$ cat src/sv/sip_pkg.sv
// ----------------------------------------------------------------------------
// sip_pkg
// Shared widths and payload types for the segment intersection pipeline.
// ----------------------------------------------------------------------------
`default_nettype none

package sip_pkg;

    localparam int COORD_BITS = 12;
    localparam int DIFF_W     = COORD_BITS + 1;        // signed coordinate difference
    localparam int PROD_W     = 2 * COORD_BITS;        // unsigned coordinate product
    localparam int SPROD_W    = 2 * COORD_BITS + 2;    // signed difference product
    localparam int CA_W       = 2 * COORD_BITS + 1;    // signed line constant
    localparam int NUM_W      = 3 * COORD_BITS + 2;    // signed numerator
    localparam int MAG_W      = 3 * COORD_BITS + 2;    // unsigned magnitudes in divider

    typedef logic [COORD_BITS-1:0] coord_t;

    typedef struct packed {
        coord_t ax0;
        coord_t ay0;
        coord_t ax1;
        coord_t ay1;
        coord_t bx0;
        coord_t by0;
        coord_t bx1;
        coord_t by1;
    } seg_pair_t;

    // intersection of the two bounding boxes
    typedef struct packed {
        coord_t lo_x;
        coord_t hi_x;
        coord_t lo_y;
        coord_t hi_y;
    } box_t;

    typedef struct packed {
        logic [MAG_W-1:0] num_x;
        logic [MAG_W-1:0] num_y;
        logic [MAG_W-1:0] den;
        logic             neg_x;
        logic             neg_y;
        logic             zero;
        box_t             box;
    } div_in_t;

    typedef struct packed {
        coord_t qx;
        coord_t qy;
        logic   neg_x;
        logic   neg_y;
        logic   miss;
        box_t   box;
    } div_out_t;

    function automatic coord_t cmin(input coord_t a, input coord_t b);
        return (a < b) ? a : b;
    endfunction

    function automatic coord_t cmax(input coord_t a, input coord_t b);
        return (a < b) ? b : a;
    endfunction

endpackage

`default_nettype wire

$ cat src/sv/sip_div.sv
// ----------------------------------------------------------------------------
// sip_div
// Pipelined restoring divider: a range check stage, then one quotient bit
// per stage for x and y side by side.
// ----------------------------------------------------------------------------
`default_nettype none

module sip_div (
    input  wire logic             aclk,
    input  wire logic             aresetn,
    input  wire logic             en,
    input  wire logic             in_valid,
    input  wire sip_pkg::div_in_t in_data,
    output logic                  out_valid,
    output sip_pkg::div_out_t     out_data
);
    import sip_pkg::*;

    typedef struct packed {
        logic [MAG_W-1:0] rx;
        logic [MAG_W-1:0] ry;
        logic [MAG_W-1:0] den;
        coord_t           qx;
        coord_t           qy;
        logic             neg_x;
        logic             neg_y;
        logic             miss;
        box_t             box;
    } dstage_t;

    dstage_t st_reg [COORD_BITS+1];
    logic    v_reg  [COORD_BITS+1];

    logic [MAG_W-1:0] den_top;

    // quotient beyond the coordinate range can never land in a box
    assign den_top = in_data.den << COORD_BITS;

    always_ff @(posedge aclk) begin
        if (!aresetn) begin
            v_reg[0] <= 1'b0;
        end else if (en) begin
            v_reg[0] <= in_valid;
        end
    end

    always_ff @(posedge aclk) begin
        if (en) begin
            st_reg[0].rx    <= in_data.num_x;
            st_reg[0].ry    <= in_data.num_y;
            st_reg[0].den   <= in_data.den;
            st_reg[0].qx    <= '0;
            st_reg[0].qy    <= '0;
            st_reg[0].neg_x <= in_data.neg_x;
            st_reg[0].neg_y <= in_data.neg_y;
            st_reg[0].miss  <= in_data.zero || (in_data.num_x >= den_top)
                               || (in_data.num_y >= den_top);
            st_reg[0].box   <= in_data.box;
        end
    end

    for (genvar k = 0; k < COORD_BITS; k++) begin : g_bit
        localparam int B = COORD_BITS - 1 - k;
        logic [MAG_W-1:0] dsh;
        logic             gex, gey;
        dstage_t          nxt;

        always_comb begin
            dsh = st_reg[k].den << B;
            gex = st_reg[k].rx >= dsh;
            gey = st_reg[k].ry >= dsh;
            nxt = st_reg[k];
            if (gex) begin
                nxt.rx = st_reg[k].rx - dsh;
                nxt.qx = st_reg[k].qx | (coord_t'(1) << B);
            end
            if (gey) begin
                nxt.ry = st_reg[k].ry - dsh;
                nxt.qy = st_reg[k].qy | (coord_t'(1) << B);
            end
        end

        always_ff @(posedge aclk) begin
            if (!aresetn) begin
                v_reg[k+1] <= 1'b0;
            end else if (en) begin
                v_reg[k+1] <= v_reg[k];
            end
        end

        always_ff @(posedge aclk) begin
            if (en) begin
                st_reg[k+1] <= nxt;
            end
        end
    end

    assign out_valid      = v_reg[COORD_BITS];
    assign out_data.qx    = st_reg[COORD_BITS].qx;
    assign out_data.qy    = st_reg[COORD_BITS].qy;
    assign out_data.neg_x = st_reg[COORD_BITS].neg_x;
    assign out_data.neg_y = st_reg[COORD_BITS].neg_y;
    assign out_data.miss  = st_reg[COORD_BITS].miss;
    assign out_data.box   = st_reg[COORD_BITS].box;

endmodule

`default_nettype wire

$ cat config.mk
export PLATFORM = sky130hd
export DESIGN_NAME = sip_div
export DESIGN_NICKNAME = d
export VERILOG_FILES = /design/src/sv/sip_pkg.sv /design/src/sv/sip_div.sv
export SDC_FILE = /design/constraint.sdc
export NUM_CORES = 2
export LEC_CHECK = 0
export BUFFER_PORTS_ARGS = -buffer_cell sky130_fd_sc_hd__buf_2
export CAP_MARGIN = 30
export CORE_MARGIN = 5
export CORE_UTILIZATION = 60
export CTS_CLUSTER_DIAMETER = 120
export CTS_CLUSTER_SIZE = 30
export DETAILED_ROUTE_END_ITERATION = 10
export GPL_ROUTABILITY_DRIVEN = 1
export PLACE_DENSITY = 0.77
export SLEW_MARGIN = 20
export SYNTH_ARGS = -nofsm -noshare
export SYNTH_HDL_FRONTEND = slang
export SYNTH_SLANG_ARGS = --single-unit
$ cat constraint.sdc
create_clock -name aclk -period 4 [get_ports aclk]
set_input_delay 0.4 -clock aclk [delete_from_list [all_inputs] [get_ports aclk]]
set_output_delay 0.4 -clock aclk [all_outputs]
set_load 0.02 [all_outputs]
==> flow_summary_export.csv <==
group,metric,value,unit
cells_and_area,final_net_count,10920,
timing,finalHoldViolCount,0,
power_and_ir_drop,switching_share,37.31,%
timing,clock.fmax,252.8,MHz
synth,synth_top_area_share,58.23,%
detailed_routing,top_layer,"met4",
synth,synth_fa_ha_area_share,9.568,%
timing,period_share,98.88,%
detailed_routing,wl,286000,um
detailed_routing,dr_wl_met3,10040,um
synth,syn_nets,10160,
power_and_ir_drop,leakagePower,50.18,nW
placed_design,dp.cells,12130,
synth,ys_types,97,
clock_network,insertion_delay,0.79,ns
detailed_routing,wirelength_met1,103200,um
power_and_ir_drop,clkPwrFrac,13.0,%
synth,ys_warn_count,0,
timing,setup_violations,0,
die,rows,159,
cells_and_area,largest_reg_flops,2187,
job,cap_violations,0,
setup_path,critPathLaunchType,"register",
detailed_routing,via_per_inst,6.021,
detailed_routing,drt_iter0_drc,5631,
setup_path,slowest_delay,0.52,ns
synth,synth_ff_type,"edfxtp_1",
clock_network,htreeDepth,3,
setup_path,crit_chain,"inv_1 -> ha_1 -> fa_1 -> nor2b_1 -> o21ai_0 -> a21boi_1 -> o31ai_4 -> o21ai_0 -> a31oi_1 -> o211ai_1 -> a31oi_1 -> xnor2_1 -> mux2_2",
cells_and_area,fillers,13280,
placed_design,pre_cts_slack,-0.08316,ns
placed_design,dp_hpwl,218500,um
power_and_ir_drop,seqPwrFrac,40.2,%
global_routing,grt_max_degree,117,
synth,synth_top_family_by_area,"compound AO/OA/AOI/OAI gates",
setup_path,worstPathArrival,4.48,ns
global_routing,antenna_found_initial,0,
detailed_routing,firstDrtPassIters,5,
min_path,hold_class,"primary input to register",
clock_network,clockBufferDepth,3,
power_and_ir_drop,peakVddDrop,0.6577,mV
placed_design,place_congestion,1.009,
synth,synth_top_area_cell,"edfxtp_1",
global_routing,overflow,0,
setup_path,path_max_fanout,4,
placed_design,portBuffers,244,
power_and_ir_drop,net-switching-power,31.89,mW
power_and_ir_drop,power_frac_comb,46.7,%
clock_network,root_buffer,"clkbuf_16",
synth,synthCells,9137,
timing,fin_skew,0.04501,ns
cells_and_area,area_growth,10.70,%
detailed_routing,avgRoutedWirePerCell,23.03,um
die,coreArea,187800,um2
timing,slew_violations,0,
setup_path,critPathBufInv,1,
synth,synthMuxAreaShare,2.998,%
die,die_w,444.8,um
cells_and_area,drive_gt1_share,11.56,%
timing,rsz0062_at_grt,"no",
power_and_ir_drop,power-per-cell-area,680.9,nW/um2
synth,synth_edf_count,2199,
timing,worst_pin_slew,0.7861,ns
timing,period_needed,3.955,ns
global_routing,grt_pass1_wl,437200,um
synth,synth-seq-cells,2200,
detailed_routing,postRouteAntennaNets,0,
clock_network,clk_pin_slew,0.11,ns
global_routing,grt_use_total,28.48,%
power_and_ir_drop,p_int,53.59,mW
setup_path,worstPathRequired,4.52,ns
die,dieHeight,444.8,um
clock_network,cts_tree,"built",
die,die_area,197800,um2
die,io_pins,245,
setup_path,cp-end-kind,"register",
synth,synthSimpleGateAreaFrac,8.258,%
detailed_routing,vias,74790,
synth,synth-xor-area-share,4.549,%
timing,worst_slack,0.04466,ns
outcome,status,"completed",
global_routing,grt_pass1_vias,78080,
detailed_routing,drc,0,
clock_network,cts_buffers,85,
setup_path,crit_path_top_delay_cell,"a31oi_1",
timing,slew_headroom,47.59,%
detailed_routing,wl_met2,152200,um
clock_network,clock_sinks,2200,
setup_path,setup.worst_path.class,"register to register",
cells_and_area,seq_area,66050,um2
synth,async_flop_share,0,%
synth,syn_area_per_cell,12.41,um2
die,initial_utilization,60.39,%
synth,synth_compound_area_share,13.53,%
synth,yosysSeqAreaShare,58.24,%
synth,synth_area_leaders,"edfxtp_1 (58%), ha_1 (9.2%), a21oi_1 (3.6%), xnor2_1 (2.9%), a21o_1 (2.8%)",
setup_path,critPathTopFamily,"compound AO/OA/AOI/OAI gates",
synth,netlist_area,113400,um2
cells_and_area,fin_util,66.85,%
cells_and_area,multiInputGateArea,44430,um2
timing,hold_slack,0.1735,ns
cells_and_area,final_cells,12420,
==> layout make-up <==
cell class	instances	area share, %
Inverter	634	1.896
Clock inverter	19	0.2761
Multi-Input combinational cell	6110	35.39
Clock buffer	97	1.747
Timing Repair Buffer	863	5.593
Antenna cell	2	0.003986
Sequential cell	2200	52.61
Tap cell	2495	2.487
==> stage by stage <==
| stage | instance area, um2 | TNS [ns] | total power, mW |
|---|---|---|---|
| 3_3_place_gp | 121100 | -0.7412 | 72.90 |
| 4_1_cts | 125300 | 0 | 85.11 |
| 2_1_floorplan | 113400 | 0 | 60.80 |
| 6_report | 125500 | 0 | 85.49 |
| 3_5_place_dp | 121100 | -0.9299 | 73.72 |
| 5_1_grt | 125500 | 0 | 90.77 |
==> logic make-up after synthesis <==
kind of cell               count (synthesis)
AOI/OAI and AO/OA                       2428
DFF                                     2200
and+or+nand+nor                         1936
adders and majority gates                854
buffers and inverters                    827
xor gates and xnor gates                 589
muxes                                    303
==> power groups by stage <==
stage	Sequential (mW)	Combinational (mW)	Clock, mW
4_1_cts	34.3	39.4	11.4
2_1_floorplan	33.4	27.4	0
5_1_grt	34.8	43.7	12.3
3_5_place_dp	34.8	38.9	0
3_3_place_gp	34.7	38.2	0
6_report	34.4	39.9	11.2
==> path summary, 6_finish.rpt <==
check	start	to	slack, ns	cells past startpoint
min reg2reg	st_reg[0][379]$_DFFE_PP_	st_reg[0][568]$_DFFE_PP_	0.41	0
max reg2reg	st_reg[0][162]$_DFFE_PP_	st_reg[0][377]$_DFFE_PP_	0.04	13
max	st_reg[0][162]$_DFFE_PP_	st_reg[0][377]$_DFFE_PP_	0.04	13
min	en	st_reg[0][393]$_DFFE_PP_	0.17	1
==> placed cells by master, fill, tap and decap left out, types with 89 or more instances in the layout <==
cell           count
edfxtp_1        2199
xnor2_1          380
a21oi_1          800
buf_2            243
a31oi_1           91
o21ai_0          476
inv_1            632
mux2_2           231
ha_1             831
dlygate4sd3_1    166
buf_4            393
clkbuf_16         89
xor2_1           209
nand4_1          128
nand2_1          473
nor2_1           590
nand3_1          135
nor2b_1          106
nor3_1           102
a21o_1           427
==> repair_timing <==
action                     in CTS  in global routing
pin swaps                       0                  7
setup buffers                   0                  3
resized for setup               4                 39
gates cloned                    0                  3
hold endpoints to repair      166                  0
hold buffers                  166                  0
setup endpoints to repair      17                201
==> Yosys cell counts, types with 15 or more instances <==
master and count:
a31o_2 18, nand2b_1 88, a211o_1 19, nor2b_1 107
clkbuf_1 125, nand4b_1 15, nand2_1 475, nor4b_1 22
edfxtp_1 2199, a21o_1 429, inv_1 632, ha_1 832
a221oi_1 18, o21ai_0 482, a21boi_0 33, mux2i_1 16
mux2_2 231, a221o_1 15, a41oi_1 17, a211oi_1 70
fa_1 22, buf_2 44, o31ai_1 40, nor2_1 591
nand3_1 135, xnor2_1 380, and2_1 37, and4_1 16
o21bai_1 83, o31a_1 22, nor3_1 103, mux2_1 54
a31oi_1 92, xor2_1 209, nand4_1 128, or3_1 28
nor4_1 49, a21oi_1 805, o211ai_1 39, and3_1 82
o21ai_1 15, o21a_1 83
==> worst reg2reg max path: cells and delay by family, from the launching register on <==
kind | cells | cell delay [ns]
mux | 1 | 0.30
flops | 1 | 0.43
xor+xnor | 1 | 0.13
simple gates | 1 | 0.07
compound gates | 7 | 2.17
buf+inv | 1 | 0.10
fa+ha+maj | 2 | 0.51
==> metal layers <==
metal | vias to the layer above | global-route usage [%]
met4 | 0 | 17.02
li1 | 35780 | -
met2 | 2287 | 54.03
met5 | - | 0
met1 | 35990 | 31.06
met3 | 729 | 2.119
Note: power is estimated with default switching activity, not from simulation.
